==> src/rtl/core/mqs_pkg.sv <==
package mqs_pkg;

    localparam int MAX_JOBS   = 16;
    localparam int IDX_W      = $clog2(MAX_JOBS);
    localparam int CNT_W      = $clog2(MAX_JOBS + 1);
    localparam int QA_W       = IDX_W + 1;

    localparam int TIME_W     = 21;
    localparam int ARR_W      = 16;
    localparam int PRIO_W     = 8;
    localparam int KIND_W     = 3;
    localparam int JIDX_W     = 4;
    localparam int CFG_IDX_W  = 1;
    localparam int CFG_DATA_W = 16;

    localparam logic [ARR_W-1:0]  QUANTUM_RESET = 16'd4;
    localparam logic [PRIO_W-1:0] LIMIT_RESET   = 8'd3;

    localparam logic [CFG_IDX_W-1:0] CFG_QUANTUM = 1'b0;
    localparam logic [CFG_IDX_W-1:0] CFG_LIMIT   = 1'b1;

    localparam logic Q_RR   = 1'b0;
    localparam logic Q_FCFS = 1'b1;

    typedef enum logic [KIND_W-1:0] {
        KIND_LOAD     = 3'd0,
        KIND_RUN      = 3'd1,
        KIND_IDLE     = 3'd2,
        KIND_ALL_DONE = 3'd3,
        KIND_LOAD_ERR = 3'd4
    } kind_t;

    typedef enum logic [3:0] {
        S_IDLE,
        S_ADM_RD,
        S_ADM_CHK,
        S_DISPATCH,
        S_POP_WAIT,
        S_JOB_WAIT,
        S_EXEC,
        S_POST,
        S_RESULT
    } state_t;

    typedef struct packed {
        logic [ARR_W-1:0]  quantum;
        logic [PRIO_W-1:0] limit;
    } cfg_t;

    typedef struct packed {
        logic              mode;
        logic [ARR_W-1:0]  arrival;
        logic [ARR_W-1:0]  burst;
        logic [PRIO_W-1:0] prio;
    } item_t;

    typedef struct packed {
        kind_t             kind;
        logic [JIDX_W-1:0] job_index;
        logic [ARR_W-1:0]  slice_length;
        logic              job_done;
        logic [TIME_W-1:0] turnaround;
        logic [TIME_W-1:0] waiting;
        logic [TIME_W-1:0] now;
    } res_t;

    typedef struct packed {
        logic [ARR_W-1:0] arrival;
        logic [ARR_W-1:0] burst;
        logic [ARR_W-1:0] remaining;
        logic             high;
    } job_t;

    function automatic logic [JIDX_W-1:0] to_jidx(input logic [IDX_W-1:0] i);
        logic [31:0] w;
        w = 32'(i);
        return w[JIDX_W-1:0];
    endfunction

endpackage

==> src/rtl/core/mqs_if.sv <==
interface mqs_in_if;
    logic                           valid;
    logic                           ready;
    logic                           mode;
    logic [mqs_pkg::ARR_W-1:0]      arrival;
    logic [mqs_pkg::ARR_W-1:0]      burst;
    logic [mqs_pkg::PRIO_W-1:0]     prio;

    modport source (output valid, mode, arrival, burst, prio, input ready);
    modport sink   (input valid, mode, arrival, burst, prio, output ready);
endinterface

interface mqs_out_if;
    logic                           valid;
    logic                           ready;
    logic [mqs_pkg::KIND_W-1:0]     kind;
    logic [mqs_pkg::JIDX_W-1:0]     job_index;
    logic [mqs_pkg::ARR_W-1:0]      slice_length;
    logic                           job_done;
    logic [mqs_pkg::TIME_W-1:0]     turnaround;
    logic [mqs_pkg::TIME_W-1:0]     waiting;
    logic [mqs_pkg::TIME_W-1:0]     now;

    modport source (output valid, kind, job_index, slice_length, job_done, turnaround,
                    waiting, now, input ready);
    modport sink   (input valid, kind, job_index, slice_length, job_done, turnaround,
                    waiting, now, output ready);
endinterface

==> src/rtl/core/mqs_ram.sv <==
module mqs_ram #(
    parameter int WIDTH = 8,
    parameter int DEPTH = 16,
    parameter int AW    = $clog2(DEPTH)
) (
    input  logic             clk,
    input  logic             we,
    input  logic [AW-1:0]    waddr,
    input  logic [WIDTH-1:0] wdata,
    input  logic             re,
    input  logic [AW-1:0]    raddr,
    output logic [WIDTH-1:0] rdata
);

    logic [WIDTH-1:0] mem [DEPTH];

    always_ff @(posedge clk)
    begin
        if (we)
        begin
            mem[waddr] <= wdata;
        end
        if (re)
        begin
            rdata <= mem[raddr];
        end
    end

endmodule

==> src/rtl/core/mqs_seq.sv <==
module mqs_seq (
    input  logic          clk,
    input  logic          rst_n,
    input  mqs_pkg::cfg_t cfg,
    input  logic          in_valid,
    input  mqs_pkg::item_t in_data,
    output logic          in_ready,
    output logic          res_valid,
    output mqs_pkg::res_t res,
    input  logic          res_ready
);

    import mqs_pkg::*;

    state_t state_reg, state_next;
    logic   phase_reg, phase_next;

    logic [CNT_W-1:0]  loaded_reg, loaded_next;
    logic [CNT_W-1:0]  adm_reg, adm_next;
    logic [ARR_W-1:0]  last_arr_reg, last_arr_next;
    logic [TIME_W-1:0] time_reg, time_next;
    logic [IDX_W-1:0]  rr_head_reg, rr_head_next;
    logic [CNT_W-1:0]  rr_cnt_reg, rr_cnt_next;
    logic [IDX_W-1:0]  fc_head_reg, fc_head_next;
    logic [CNT_W-1:0]  fc_cnt_reg, fc_cnt_next;

    logic [ARR_W-1:0]  next_arr_reg, next_arr_next;
    logic [IDX_W-1:0]  job_reg, job_next;
    logic              from_rr_reg, from_rr_next;
    logic [ARR_W-1:0]  arr_reg, arr_next;
    logic [ARR_W-1:0]  burst_reg, burst_next;
    logic [ARR_W-1:0]  rem_reg, rem_next;
    logic              hi_reg, hi_next;
    logic [ARR_W-1:0]  slice_reg, slice_next;
    kind_t             kind_reg, kind_next;
    logic [JIDX_W-1:0] idx_reg, idx_next;
    logic              done_reg, done_next;
    logic [TIME_W-1:0] ta_reg, ta_next;

    logic                    jm_we, jm_re;
    logic [IDX_W-1:0]        jm_waddr, jm_raddr;
    logic [$bits(job_t)-1:0] jm_wdata, jm_rdata;
    job_t                    jrd, jwr;

    logic             qm_we, qm_re;
    logic [QA_W-1:0]  qm_waddr, qm_raddr;
    logic [IDX_W-1:0] qm_wdata, qm_rdata;

    logic             accept;
    logic             load_err;
    logic             pending;
    logic [ARR_W-1:0] q_eff;
    logic [IDX_W-1:0] rr_tail, fc_tail;

    mqs_ram #(
        .WIDTH ($bits(job_t)),
        .DEPTH (MAX_JOBS)
    ) u_job_ram (
        .clk   (clk),
        .we    (jm_we),
        .waddr (jm_waddr),
        .wdata (jm_wdata),
        .re    (jm_re),
        .raddr (jm_raddr),
        .rdata (jm_rdata)
    );

    mqs_ram #(
        .WIDTH (IDX_W),
        .DEPTH (2 * MAX_JOBS)
    ) u_queue_ram (
        .clk   (clk),
        .we    (qm_we),
        .waddr (qm_waddr),
        .wdata (qm_wdata),
        .re    (qm_re),
        .raddr (qm_raddr),
        .rdata (qm_rdata)
    );

    assign jrd      = job_t'(jm_rdata);
    assign jm_wdata = jwr;
    assign accept   = in_valid && in_ready;
    assign pending  = adm_reg < loaded_reg;
    assign load_err = (loaded_reg == CNT_W'(MAX_JOBS)) ||
                      ((loaded_reg != '0) && (in_data.arrival < last_arr_reg));
    assign q_eff    = (cfg.quantum == '0) ? ARR_W'(1) : cfg.quantum;
    assign rr_tail  = rr_head_reg + rr_cnt_reg[IDX_W-1:0];
    assign fc_tail  = fc_head_reg + fc_cnt_reg[IDX_W-1:0];

    // next state
    always_comb
    begin
        state_next = state_reg;
        case (state_reg)
            S_IDLE:
            begin
                if (accept)
                begin
                    state_next = in_data.mode ? S_ADM_RD : S_RESULT;
                end
            end
            S_ADM_RD:
            begin
                if (pending)
                begin
                    state_next = S_ADM_CHK;
                end
                else
                begin
                    state_next = phase_reg ? S_POST : S_DISPATCH;
                end
            end
            S_ADM_CHK:
            begin
                if (TIME_W'(jrd.arrival) <= time_reg)
                begin
                    state_next = S_ADM_RD;
                end
                else
                begin
                    state_next = phase_reg ? S_POST : S_DISPATCH;
                end
            end
            S_DISPATCH:
            begin
                if (rr_cnt_reg != '0 || fc_cnt_reg != '0)
                begin
                    state_next = S_POP_WAIT;
                end
                else if (pending)
                begin
                    state_next = S_ADM_RD;
                end
                else
                begin
                    state_next = S_RESULT;
                end
            end
            S_POP_WAIT: state_next = S_JOB_WAIT;
            S_JOB_WAIT: state_next = S_EXEC;
            S_EXEC:     state_next = S_ADM_RD;
            S_POST:     state_next = S_RESULT;
            S_RESULT:
            begin
                if (res_ready)
                begin
                    state_next = S_IDLE;
                end
            end
            default:    state_next = S_IDLE;
        endcase
    end

    // datapath and memory control
    always_comb
    begin
        phase_next    = phase_reg;
        loaded_next   = loaded_reg;
        adm_next      = adm_reg;
        last_arr_next = last_arr_reg;
        time_next     = time_reg;
        rr_head_next  = rr_head_reg;
        rr_cnt_next   = rr_cnt_reg;
        fc_head_next  = fc_head_reg;
        fc_cnt_next   = fc_cnt_reg;
        next_arr_next = next_arr_reg;
        job_next      = job_reg;
        from_rr_next  = from_rr_reg;
        arr_next      = arr_reg;
        burst_next    = burst_reg;
        rem_next      = rem_reg;
        hi_next       = hi_reg;
        slice_next    = slice_reg;
        kind_next     = kind_reg;
        idx_next      = idx_reg;
        done_next     = done_reg;
        ta_next       = ta_reg;

        jm_we    = 1'b0;
        jm_waddr = job_reg;
        jwr      = '{arrival: arr_reg, burst: burst_reg, remaining: rem_reg, high: hi_reg};
        jm_re    = 1'b0;
        jm_raddr = adm_reg[IDX_W-1:0];
        qm_we    = 1'b0;
        qm_waddr = {Q_RR, rr_tail};
        qm_wdata = job_reg;
        qm_re    = 1'b0;
        qm_raddr = {Q_RR, rr_head_reg};

        case (state_reg)
            S_IDLE:
            begin
                if (accept)
                begin
                    slice_next = '0;
                    done_next  = 1'b0;
                    idx_next   = '0;
                    phase_next = 1'b0;
                    kind_next  = KIND_ALL_DONE;
                    if (!in_data.mode)
                    begin
                        if (load_err)
                        begin
                            kind_next = KIND_LOAD_ERR;
                        end
                        else
                        begin
                            kind_next     = KIND_LOAD;
                            idx_next      = to_jidx(loaded_reg[IDX_W-1:0]);
                            jm_we         = 1'b1;
                            jm_waddr      = loaded_reg[IDX_W-1:0];
                            jwr           = '{arrival: in_data.arrival,
                                              burst: in_data.burst,
                                              remaining: in_data.burst,
                                              high: in_data.prio < cfg.limit};
                            last_arr_next = in_data.arrival;
                            loaded_next   = loaded_reg + CNT_W'(1);
                        end
                    end
                end
            end
            S_ADM_RD:
            begin
                if (pending)
                begin
                    jm_re = 1'b1;
                end
            end
            S_ADM_CHK:
            begin
                next_arr_next = jrd.arrival;
                if (TIME_W'(jrd.arrival) <= time_reg)
                begin
                    qm_we    = 1'b1;
                    qm_wdata = adm_reg[IDX_W-1:0];
                    if (jrd.high)
                    begin
                        qm_waddr    = {Q_RR, rr_tail};
                        rr_cnt_next = rr_cnt_reg + CNT_W'(1);
                    end
                    else
                    begin
                        qm_waddr    = {Q_FCFS, fc_tail};
                        fc_cnt_next = fc_cnt_reg + CNT_W'(1);
                    end
                    adm_next = adm_reg + CNT_W'(1);
                end
            end
            S_DISPATCH:
            begin
                if (rr_cnt_reg != '0)
                begin
                    qm_re        = 1'b1;
                    qm_raddr     = {Q_RR, rr_head_reg};
                    rr_head_next = rr_head_reg + IDX_W'(1);
                    rr_cnt_next  = rr_cnt_reg - CNT_W'(1);
                    from_rr_next = 1'b1;
                end
                else if (fc_cnt_reg != '0)
                begin
                    qm_re        = 1'b1;
                    qm_raddr     = {Q_FCFS, fc_head_reg};
                    fc_head_next = fc_head_reg + IDX_W'(1);
                    fc_cnt_next  = fc_cnt_reg - CNT_W'(1);
                    from_rr_next = 1'b0;
                end
                else if (pending)
                begin
                    // idle up to the next arrival, then admit
                    slice_next = next_arr_reg - time_reg[ARR_W-1:0];
                    time_next  = TIME_W'(next_arr_reg);
                    kind_next  = KIND_IDLE;
                    phase_next = 1'b1;
                end
                else
                begin
                    kind_next = KIND_ALL_DONE;
                end
            end
            S_POP_WAIT:
            begin
                job_next = qm_rdata;
                jm_re    = 1'b1;
                jm_raddr = qm_rdata;
            end
            S_JOB_WAIT:
            begin
                arr_next   = jrd.arrival;
                burst_next = jrd.burst;
                rem_next   = jrd.remaining;
                hi_next    = jrd.high;
                if (from_rr_reg && (q_eff < jrd.remaining))
                begin
                    slice_next = q_eff;
                end
                else
                begin
                    slice_next = jrd.remaining;
                end
            end
            S_EXEC:
            begin
                rem_next   = rem_reg - slice_reg;
                jm_we      = 1'b1;
                jm_waddr   = job_reg;
                jwr        = '{arrival: arr_reg, burst: burst_reg,
                               remaining: rem_reg - slice_reg, high: hi_reg};
                time_next  = time_reg + TIME_W'(slice_reg);
                kind_next  = KIND_RUN;
                idx_next   = to_jidx(job_reg);
                done_next  = (rem_reg == slice_reg);
                phase_next = 1'b1;
            end
            S_POST:
            begin
                // preempted round-robin job goes behind the ones admitted meanwhile
                if (kind_reg == KIND_RUN && from_rr_reg && rem_reg != '0)
                begin
                    qm_we       = 1'b1;
                    qm_waddr    = {Q_RR, rr_tail};
                    qm_wdata    = job_reg;
                    rr_cnt_next = rr_cnt_reg + CNT_W'(1);
                end
                ta_next = time_reg - TIME_W'(arr_reg);
            end
            default:
            begin
            end
        endcase
    end

    // outputs
    always_comb
    begin
        in_ready         = (state_reg == S_IDLE);
        res_valid        = (state_reg == S_RESULT);
        res.kind         = kind_reg;
        res.job_index    = idx_reg;
        res.slice_length = slice_reg;
        res.job_done     = done_reg;
        res.turnaround   = done_reg ? ta_reg : '0;
        res.waiting      = done_reg ? (ta_reg - TIME_W'(burst_reg)) : '0;
        res.now          = time_reg;
    end

    always_ff @(posedge clk or negedge rst_n)
    begin
        if (!rst_n)
        begin
            state_reg   <= S_IDLE;
            phase_reg   <= 1'b0;
            loaded_reg  <= '0;
            adm_reg     <= '0;
            time_reg    <= '0;
            rr_head_reg <= '0;
            rr_cnt_reg  <= '0;
            fc_head_reg <= '0;
            fc_cnt_reg  <= '0;
        end
        else
        begin
            state_reg   <= state_next;
            phase_reg   <= phase_next;
            loaded_reg  <= loaded_next;
            adm_reg     <= adm_next;
            time_reg    <= time_next;
            rr_head_reg <= rr_head_next;
            rr_cnt_reg  <= rr_cnt_next;
            fc_head_reg <= fc_head_next;
            fc_cnt_reg  <= fc_cnt_next;
        end
    end

    always_ff @(posedge clk)
    begin
        last_arr_reg <= last_arr_next;
        next_arr_reg <= next_arr_next;
        job_reg      <= job_next;
        from_rr_reg  <= from_rr_next;
        arr_reg      <= arr_next;
        burst_reg    <= burst_next;
        rem_reg      <= rem_next;
        hi_reg       <= hi_next;
        slice_reg    <= slice_next;
        kind_reg     <= kind_next;
        idx_reg      <= idx_next;
        done_reg     <= done_next;
        ta_reg       <= ta_next;
    end

endmodule

==> src/rtl/core/multilevel_queue_scheduler_core.sv <==
// two-level queue scheduler: round-robin queue over first-come queue
// item channel (valid/ready): mode 0 loads a job record (arrival, burst, prio)
// into a 16-entry job table, mode 1 runs one scheduling step
// result channel (valid/ready): exactly one result transaction per item:
// load ack or load error, run slice, idle slice, or all finished
// config port: cfg_we writes quantum (index 0) or high_class_limit (index 1)
// job table and both queues live in synchronous memories with registered reads;
// every access goes through the sequencer, one read-modify-write at a time
// a load result passes the sequencer's result state and then the output register
// a step's length grows with the jobs admitted during it, as the admission walk
// reads and checks one job table entry at a time
// one item is in work at a time; the item channel is ready again as soon as
// the result sits in the output register, even while the receiver stalls
// a stalled result holds the output register; a following result waits in
// the sequencer until the register frees
// reset empties both queues, clears time and counts, quantum 4, limit 3
module multilevel_queue_scheduler_core (
    input  logic                             clk,
    input  logic                             rst_n,
    input  logic                             cfg_we,
    input  logic [mqs_pkg::CFG_IDX_W-1:0]    cfg_index,
    input  logic [mqs_pkg::CFG_DATA_W-1:0]   cfg_data,
    mqs_in_if.sink                           item,
    mqs_out_if.source                        result
);

    import mqs_pkg::*;

    cfg_t  cfg_reg;
    item_t in_data;
    res_t  res;
    res_t  out_reg;
    logic  out_valid_reg;
    logic  res_valid;
    logic  res_ready;
    logic  in_ready;

    assign in_data = '{mode: item.mode, arrival: item.arrival, burst: item.burst,
                       prio: item.prio};
    assign item.ready = in_ready;

    mqs_seq u_seq (
        .clk       (clk),
        .rst_n     (rst_n),
        .cfg       (cfg_reg),
        .in_valid  (item.valid),
        .in_data   (in_data),
        .in_ready  (in_ready),
        .res_valid (res_valid),
        .res       (res),
        .res_ready (res_ready)
    );

    always_ff @(posedge clk or negedge rst_n)
    begin
        if (!rst_n)
        begin
            cfg_reg.quantum <= QUANTUM_RESET;
            cfg_reg.limit   <= LIMIT_RESET;
        end
        else if (cfg_we)
        begin
            case (cfg_index)
                CFG_QUANTUM: cfg_reg.quantum <= cfg_data;
                CFG_LIMIT:   cfg_reg.limit   <= cfg_data[PRIO_W-1:0];
                default:
                begin
                end
            endcase
        end
    end

    // output register
    assign res_ready = !out_valid_reg || result.ready;

    always_ff @(posedge clk or negedge rst_n)
    begin
        if (!rst_n)
        begin
            out_valid_reg <= 1'b0;
        end
        else if (res_valid && res_ready)
        begin
            out_valid_reg <= 1'b1;
        end
        else if (result.ready)
        begin
            out_valid_reg <= 1'b0;
        end
    end

    always_ff @(posedge clk)
    begin
        if (res_valid && res_ready)
        begin
            out_reg <= res;
        end
    end

    assign result.valid        = out_valid_reg;
    assign result.kind         = KIND_W'(out_reg.kind);
    assign result.job_index    = out_reg.job_index;
    assign result.slice_length = out_reg.slice_length;
    assign result.job_done     = out_reg.job_done;
    assign result.turnaround   = out_reg.turnaround;
    assign result.waiting      = out_reg.waiting;
    assign result.now          = out_reg.now;

endmodule
==> src/flat_wrapper.sv <==
// flat-port wrapper written by rule: the top's interface ports become plain ports
module multilevel_queue_scheduler_core_flat import mqs_pkg::*;
  (clk, rst_n, cfg_we, cfg_index, cfg_data, item_valid, item_mode, item_arrival, item_burst, item_prio, item_ready, result_valid, result_kind, result_job_index, result_slice_length, result_job_done, result_turnaround, result_waiting, result_now, result_ready);
  mqs_in_if item_i ();
  mqs_out_if result_i ();
  input  logic clk;
  input  logic rst_n;
  input  logic cfg_we;
  input  logic [mqs_pkg::CFG_IDX_W-1:0] cfg_index;
  input  logic [mqs_pkg::CFG_DATA_W-1:0] cfg_data;
  input wire logic [$bits(item_i.valid)-1:0] item_valid;
  input wire logic [$bits(item_i.mode)-1:0] item_mode;
  input wire logic [$bits(item_i.arrival)-1:0] item_arrival;
  input wire logic [$bits(item_i.burst)-1:0] item_burst;
  input wire logic [$bits(item_i.prio)-1:0] item_prio;
  output wire logic [$bits(item_i.ready)-1:0] item_ready;
  output wire logic [$bits(result_i.valid)-1:0] result_valid;
  output wire logic [$bits(result_i.kind)-1:0] result_kind;
  output wire logic [$bits(result_i.job_index)-1:0] result_job_index;
  output wire logic [$bits(result_i.slice_length)-1:0] result_slice_length;
  output wire logic [$bits(result_i.job_done)-1:0] result_job_done;
  output wire logic [$bits(result_i.turnaround)-1:0] result_turnaround;
  output wire logic [$bits(result_i.waiting)-1:0] result_waiting;
  output wire logic [$bits(result_i.now)-1:0] result_now;
  input wire logic [$bits(result_i.ready)-1:0] result_ready;
  assign item_i.valid = item_valid;
  assign item_i.mode = item_mode;
  assign item_i.arrival = item_arrival;
  assign item_i.burst = item_burst;
  assign item_i.prio = item_prio;
  assign item_ready = item_i.ready;
  assign result_valid = result_i.valid;
  assign result_kind = result_i.kind;
  assign result_job_index = result_i.job_index;
  assign result_slice_length = result_i.slice_length;
  assign result_job_done = result_i.job_done;
  assign result_turnaround = result_i.turnaround;
  assign result_waiting = result_i.waiting;
  assign result_now = result_i.now;
  assign result_i.ready = result_ready;
  multilevel_queue_scheduler_core u_core (.clk(clk), .rst_n(rst_n), .cfg_we(cfg_we), .cfg_index(cfg_index), .cfg_data(cfg_data), .item(item_i), .result(result_i));
endmodule
==> config.mk <==
export PLATFORM = sky130hd
export DESIGN_NAME = multilevel_queue_scheduler_core_flat
export DESIGN_NICKNAME = d
export VERILOG_FILES = /design/src/rtl/core/mqs_pkg.sv /design/src/rtl/core/mqs_if.sv /design/src/rtl/core/mqs_ram.sv /design/src/rtl/core/mqs_seq.sv /design/src/rtl/core/multilevel_queue_scheduler_core.sv /design/src/flat_wrapper.sv
export SDC_FILE = /design/constraint.sdc
export NUM_CORES = 2
export LEC_CHECK = 0
export ABC_AREA = 1
export CAP_MARGIN = 40
export CORE_MARGIN = 2
export CORE_UTILIZATION = 45
export CTS_CLUSTER_DIAMETER = 120
export DETAILED_ROUTE_END_ITERATION = 10
export DONT_BUFFER_PORTS = 1
export PLACE_DENSITY = 0.7
export SYNTH_ARGS = -nofsm -noshare
export SYNTH_HDL_FRONTEND = slang
export SYNTH_SLANG_ARGS = --single-unit
==> constraint.sdc <==
create_clock -name clk -period 6.6 [get_ports clk]
set_input_delay 0.99 -clock clk [delete_from_list [all_inputs] [get_ports clk]]
set_output_delay 0.99 -clock clk [all_outputs]
set_load 0.005 [all_outputs]
**Word level (Yosys, flattened, before mapping)**

Memories as Yosys holds them, arrays and structs flattened. A register that Yosys moved wholly into a read port is not among the register bits.
Index checks and enable logic that the tools add are counted.

- Mux-type cells: 84
- Reductions and logical operators: 40
- Bitwise gates (word level): 4
- Add/subtract/negate cells: 15
- Eq/ne operators: 22
- Magnitude comparators: 5

Operators with widths:

| cell | number |
|---|---|
| $mux 49 | 3 |
| $pmux 49 s2 | 1 |
| $mux 16 | 6 |
| $mux 5 | 14 |
| $mux 21 | 3 |
| $mux 4 | 15 |
| $pmux 16 s3 | 1 |
| $pmux 21 s2 | 1 |
| $sub 21x16->21 | 2 |
| $pmux 4 s9 | 1 |
| $lt 16x16->1 | 2 |
| $pmux 16 s2 | 1 |
| $sub 16x16->16 | 2 |
| $mux 3 | 8 |
| $add 21x16->21 | 1 |
| $le 16x21->1 | 1 |
| $mux 1 | 21 |
| $add 5x1->5 const B | 4 |
| $reduce_and 5->1 | 4 |
| $ne 2x2->1 const B | 9 |
| $eq 16x16->1 | 1 |
| $eq 4x3->1 const B | 4 |
| $logic_not 16->1 | 1 |
| $reduce_bool 16->1 | 1 |
| other kinds (28) | 63 |

- Memories kept: 2
- RAM bits: 912
- Output and inout bits: 89
- Word-level logic and storage cells: 204
- Register bits: 297

Memory list:

| name | depth | width | read ports | clocked after Yosys merged registers in | write ports | RTL line | text |
|---|---|---|---|---|---|---|---|
| u_core.u_seq.u_job_ram.mem | 16 | 49 | 1 | 1 | 1 | mqs_ram.sv:15 | `logic [WIDTH-1:0] mem [DEPTH];` |
| u_core.u_seq.u_queue_ram.mem | 32 | 4 | 1 | 1 | 1 | mqs_ram.sv:15 |  |

**Logic depth before layout (Yosys ltp)**

- Word-level depth: 9
- Gate-level depth with buffers: 17
- Gate-level depth less buffers: 17

**Modules after synthesis**

A second synthesis with hierarchy kept.

- Cell total of the unflattened synthesis: 5,791
- Area total of the unflattened synthesis: 59,105.4 um2

Modules (own cells, without submodules):

| module | area each (um2) | times used | cells an instance |
|---|---|---|---|
| mqs_ram (u_core.u_seq.u_job_ram) | 35,197.5 | 1 | 3,231 |
| mqs_seq | 14,645.3 | 1 | 1,876 |
| mqs_ram (u_core.u_seq.u_queue_ram) | 5,536.6 | 1 | 486 |
| multilevel_queue_scheduler_core | 3,726.1 | 1 | 198 |

**Least setup slack after synthesis**

OpenSTA, ideal clock, no wires.

- Path kind: reg2reg
- Start: register u_core.u_seq.loaded_reg[2]
- End: register u_core.u_seq.u_job_ram.rdata[0] (read register of u_core.u_seq.u_job_ram.mem), enable pin
- Clock period less this slack: 5.189 ns
- Stages on the path, launching flop included: 8
- Setup slack: 1.411 ns
- Data required time: 6.077 ns
- Path buffers: 0
- Data arrival time: 4.665 ns
- Library setup time: 0.523 ns
- Cells stage by stage: dfrtp_1 -> inv_1 -> ha_1 -> nand2_1 -> inv_1 -> o21ai_0 -> nand3_1 -> o21ai_0

- Word-level cells in the longest chain between the ends: 3

RTL lines:

| what | RTL line | text |
|---|---|---|
| start: declaration | mqs_seq.sv:18 | `logic [CNT_W-1:0] loaded_reg, loaded_next;` |
| start signal: assignment | mqs_seq.sv:365 | `loaded_reg <= loaded_next;` |
| $lt 5x5->1 | mqs_seq.sv:84 | `assign pending = adm_reg < loaded_reg;` |
| $mux 1 | mqs_seq.sv:225 | `if (pending)` |
| $pmux 1 s2 | mqs_seq.sv:191 | `case (state_reg)` |
| named net u_core.u_seq.jm_re | mqs_seq.sv:40 | `logic jm_we, jm_re;` |
| end: declaration | mqs_ram.sv:12 | `output logic [WIDTH-1:0] rdata` |

The timed path passes the listed nets, and every way through them passes these cells.
A chain may end at the register's enable or synchronous reset.

**Final worst setup path**

- Start: register u_core.u_seq.loaded_reg[0]
- End: memory u_core.u_seq.u_job_ram.mem[15][30] (netlist name), enable pin

- Word-level cells in the longest chain between the ends: 9
- Elaborated cells on any way between the ends: 14
- Those cells by class: eq/ne: 1; mux: 10; reduce/logical: 3

RTL lines:

| what | RTL line | text |
|---|---|---|
| $reduce_bool 5->1 | mqs_seq.sv:86 | `((loaded_reg != '0) && (in_data.arrival < last_arr_reg));` |
| $logic_and 1x1->1 | mqs_seq.sv:86 |  |
| $logic_or 1x1->1 | mqs_seq.sv:85 | `assign load_err = (loaded_reg == CNT_W'(MAX_JOBS)) \|\|` |
| $mux 1 | mqs_seq.sv:203 | `if (load_err)` |
| $mux 1 | mqs_seq.sv:201 | `if (!in_data.mode)` |
| $mux 1 | mqs_seq.sv:194 | `if (accept)` |
| $pmux 1 s2 | mqs_seq.sv:191 |  |
| $mux 1 | mqs_ram.sv:19 | `if (we)` |
| $mux 1 (not written as such) | mqs_ram.sv:21 | `mem[waddr] <= wdata;` |
| end: declaration | mqs_ram.sv:15 |  |

Parallel ways exist; a longest one is shown, timed or not.

==> run_results.csv <==
group,metric,value,unit
floorplanning,fp-row-count,129,
synth,yosys.area.top_type,"sky130_fd_sc_hd__edfxtp_1",
synth,synth.yosys.seq_area_share,0.673,
floorplanning,floorplan.die.height,356,µm
job,max_cap_violations,0,
synth,ys_dominant_reg_cell,"sky130_fd_sc_hd__edfxtp_1",
synth,most_instantiated_library_cell_after_synthesis,"sky130_fd_sc_hd__edfxtp_1",
clock_tree,cts_sinks,1262,
pwr,total_power,27.8,mW
sta,final.setup_skew,0.0408,ns
detailed_routing,drt-vias-per-instance,5.80,
clock_tree,clockBufferDepth,3,
worst_setup_path,end_kind,"register",
detailed_routing,m1WireLength,59400,µm
synth,dominant_combinational_cell_family_by_area_after_synthesis,"simple AND/OR/NAND/NOR gates",
detailed_routing,route.final.wire_length,156000,µm
synth,asyncSetResetFlopFracSynth,0.0626,
sta,grt_setup_unrepaired,"no",
worst_setup_path,timing.critical_path.arrival,5.20,ns
cells_and_area,post-route-util,0.503,
synth,synth_compound_gate_area_share,0.114,
worst_setup_path,criticalPathCategory,"reg -> reg",
cells_and_area,non_filler_instances,6487,
placement,port-buffer-count,0,
synth,postSynthCellCount,4749,
synth,yosys-top-cells-area,"sky130_fd_sc_hd__edfxtp_1 (64%), sky130_fd_sc_hd__o21ai_0 (5.0%), sky130_fd_sc_hd__nand2_1 (4.2%)",
synth,ffs_latches_synth,1262,
hold_path,hp-class,"in -> async",
sta,timing.final.ws_setup,1.80,ns
sta,worst-slew-pin-transition,1.21,ns
cells_and_area,drive_above_1_share,0.0817,
sta,max_freq,208,MHz
placement,place_congestion,0.943,
synth,synth_edf_count,1183,
sta,whs,0.0989,ns
grt,first_global_vias,35900,
detailed_routing,routed-via-count,37600,
clock_tree,tritoncts_clock_tree,"done",
cells_and_area,largest_register_ff_count,784,
synth,synth.top_cells.by_count,"sky130_fd_sc_hd__edfxtp_1 (1183), sky130_fd_sc_hd__nand2_1 (631), sky130_fd_sc_hd__nor2_1 (571), sky130_fd_sc_hd__o21ai_0 (554), sky130_fd_sc_hd__inv_1 (357)",
cells_and_area,fin_area,62000,µm²
sta,final_hold_fails,0,
clock_tree,cts.repair.resized,0,
synth,avgSynthCellArea,11.7,µm²
detailed_routing,detail_route.iter0.violations,4864,
placement,place.detailed.instances,6250,
clock_tree,clockRootBuffer,"sky130_fd_sc_hd__clkbuf_16",
sta,post-route-min-period,4.80,ns
sta,setup_violations,0,
synth,syn_nets,4973,
sta,slew_headroom,0.191,
floorplanning,die_x,356,µm
synth,synth_simple_gate_area_frac,0.121,
detailed_routing,route.antenna.remaining_nets,0,
pwr,power.density,448,nW/µm²
synth,yosys_warnings,0,
clock_tree,clk_pin_slew,0.06,ns
detailed_routing,wl_met3,13400,µm
detailed_routing,drtPass1Iterations,6,
floorplanning,design.portCount,152,
grt,globalRoute.totalOverflow,0,
grt,global_route.usage.total,0.242,
synth,yosys.area_share.xor_xnor,0.00943,
detailed_routing,uppermost_routed_layer,"met5",
synth,synth_fa_ha_area_frac,0.0374,
synth,synthDistinctLibCells,62,
grt,grt_antenna_before_repair,11,
cells_and_area,finish.net_count,4962,
clock_tree,cts-htree-levels,3,
worst_setup_path,crit_path_start_kind,"register",
grt,grt_max_degree,234,
cells_and_area,max_flop_register,"u_core.u_seq.u_job_ram.mem",
floorplanning,die_area,127000,µm²
clock_tree,worst_skew_pair_later_pin_latency,0.76,ns
sta,timing.final.crit_share,0.727,
cells_and_area,areaGrowthSynthToFinish,11.2,%
floorplanning,core_area,123000,µm²
detailed_routing,detailroute.wirelength.met2,74800,µm
synth,netlist.area_leader.share,0.637,
outcome,run_status,"finished, final reports clean",
detailed_routing,routed_wire_length_per_instance,24.0,µm
sta,slew_viol_final,0,
placement,dp_hpwl,99500,µm
cells_and_area,top_regs,"u_core.u_seq.u_job_ram.mem: 784 flops, u_core.u_seq.u_queue_ram.mem: 128 flops, u_core.u_seq.u_job_ram.rdata: 49 flops",
synth,synth_area,55700,µm²
floorplanning,initial_utilization,0.452,
pwr,leakagePower,22.5,nW
placement,placed_cell_area,57900,µm²
sta,setup-tns-final,0,ns
clock_tree,cts_inserted_buffers,121,
pwr,peakVddDrop,514,µV
grt,grt_pass1_wl,229000,µm
worst_setup_path,cp_max_fo,34,
worst_setup_path,timing.critical_path.required,7.00,ns
synth,synth.mux.area_fraction,0.000584,
placement,dpl_worst_slack,1.25,ns
detailed_routing,drt_drc,0,
## report_power, final
| group | total [mW] | switching (mW) | internal [mW] |
|---|---|---|---|
| Combinational | 9.97 | 7.08 | 2.89 |
| Sequential | 10.8 | 0.728 | 10.1 |
| Clock | 7.00 | 3.07 | 3.93 |
| Total | 27.8 | 10.9 | 16.9 |
## area by class of cell
type / instances / area (µm²)
inverters: 379 / 1440
repair buffers: 101 / 1060
clock inverters: 83 / 886
fillers: 10400 / 61300
flip-flops and latches: 1262 / 37500
clock buffers: 147 / 3150
multi-input cells: 2873 / 15900
diodes: 5 / 12.5
well taps: 1637 / 2050
## kinds of logic (layout without fill, tap and decap cells)
logic type,after synthesis,count (layout)
AOI/OAI and AO/OA,1077,1077
buffers and inverters,614,710
muxes,3,3
xor gates and xnor gates,60,60
DFF,1262,1262
adders and majority gates,161,161
and+or+nand+nor,1572,1572
other,0,5
## timing repair
item / 4_1_cts / 5_1_grt
hold endpoints to repair: 76 / 0
setup buffers: 0 / 0
hold buffers: 1 / 0
## final timing paths
path / startpoint / to / slack, ns / cells after the start
setup / recovery: u_core.u_seq.loaded_reg[0] / u_core.u_seq.u_job_ram.mem[15][30] / 1.80 / 13
hold / removal: rst_n / u_core.cfg_reg[0] / 0.1 / 0
setup reg to reg: u_core.u_seq.loaded_reg[0] / u_core.u_seq.u_job_ram.mem[15][30] / 1.80 / 13
hold reg to reg: u_core.u_seq.u_job_ram.rdata[22] / u_core.u_seq.burst_reg[5] / 0.42 / 0
max in group asynchronous: rst_n / u_core.u_seq.loaded_reg[4] / 6.06 / 1
min in group clk: item_arrival[12] / u_core.u_seq.last_arr_reg[12] / 0.32 / 0
## worst max-delay path: stages, from the launching register on
cell and delay [ns]:
sky130_fd_sc_hd__dfrtp_1 0.46, sky130_fd_sc_hd__inv_1 0.12, sky130_fd_sc_hd__ha_1 0.15, sky130_fd_sc_hd__nand2_1 0.05
sky130_fd_sc_hd__nor2_1 0.62, sky130_fd_sc_hd__nor3b_1 0.11, sky130_fd_sc_hd__nand2_1 0.10, sky130_fd_sc_hd__nor2_1 0.11
sky130_fd_sc_hd__nand2_1 0.27, sky130_fd_sc_hd__nand4_4 0.50, sky130_fd_sc_hd__nand2_1 0.48, sky130_fd_sc_hd__nand3_1 0.40
sky130_fd_sc_hd__nor2_4 0.64, sky130_fd_sc_hd__buf_12 0.38
## layout by cell type (no fill, tap or decap), types with 7 or more instances in the layout
cell,synthesis,layout
sky130_fd_sc_hd__or2_2,9,9
sky130_fd_sc_hd__clkbuf_16,0,121
sky130_fd_sc_hd__nand4_1,18,18
sky130_fd_sc_hd__a21oi_1,162,162
sky130_fd_sc_hd__o21ai_0,554,550
sky130_fd_sc_hd__nand3b_1,27,27
sky130_fd_sc_hd__o211ai_1,68,68
sky130_fd_sc_hd__clkbuf_1,126,24
sky130_fd_sc_hd__clkinv_2,0,22
sky130_fd_sc_hd__o21a_1,8,8
sky130_fd_sc_hd__nand2_2,7,7
sky130_fd_sc_hd__o21ai_1,36,35
sky130_fd_sc_hd__buf_4,6,69
sky130_fd_sc_hd__buf_12,0,17
sky130_fd_sc_hd__xor2_1,41,41
sky130_fd_sc_hd__nand2_1,631,631
sky130_fd_sc_hd__o221ai_1,139,139
sky130_fd_sc_hd__nor2_1,571,553
sky130_fd_sc_hd__o21ai_4,3,9
sky130_fd_sc_hd__clkinvlp_4,0,15
sky130_fd_sc_hd__inv_1,357,356
sky130_fd_sc_hd__dfrtp_1,76,76
sky130_fd_sc_hd__edfxtp_1,1183,1183
sky130_fd_sc_hd__buf_2,86,8
sky130_fd_sc_hd__fa_1,9,9
sky130_fd_sc_hd__ha_1,152,152
sky130_fd_sc_hd__nor2_4,7,24
sky130_fd_sc_hd__xnor2_1,19,19
sky130_fd_sc_hd__nor3_1,7,7
sky130_fd_sc_hd__clkinv_1,2,19
sky130_fd_sc_hd__o22ai_1,63,63
sky130_fd_sc_hd__nand3_1,257,257
sky130_fd_sc_hd__a21o_1,10,10
sky130_fd_sc_hd__nor4_1,12,12
sky130_fd_sc_hd__a31oi_1,11,11
sky130_fd_sc_hd__bufinv_16,0,13
sky130_fd_sc_hd__inv_2,18,16
## per-layer routing
| metal | GRT usage | vias up |
|---|---|---|
| met5 | 0 | - |
| met4 | 0.130 | 8 |
| met3 | 0.0377 | 326 |
| met2 | 0.395 | 1835 |
| met1 | 0.310 | 18400 |
| li1 | - | 17100 |
Note: power is estimated with default switching activity, not from simulation.
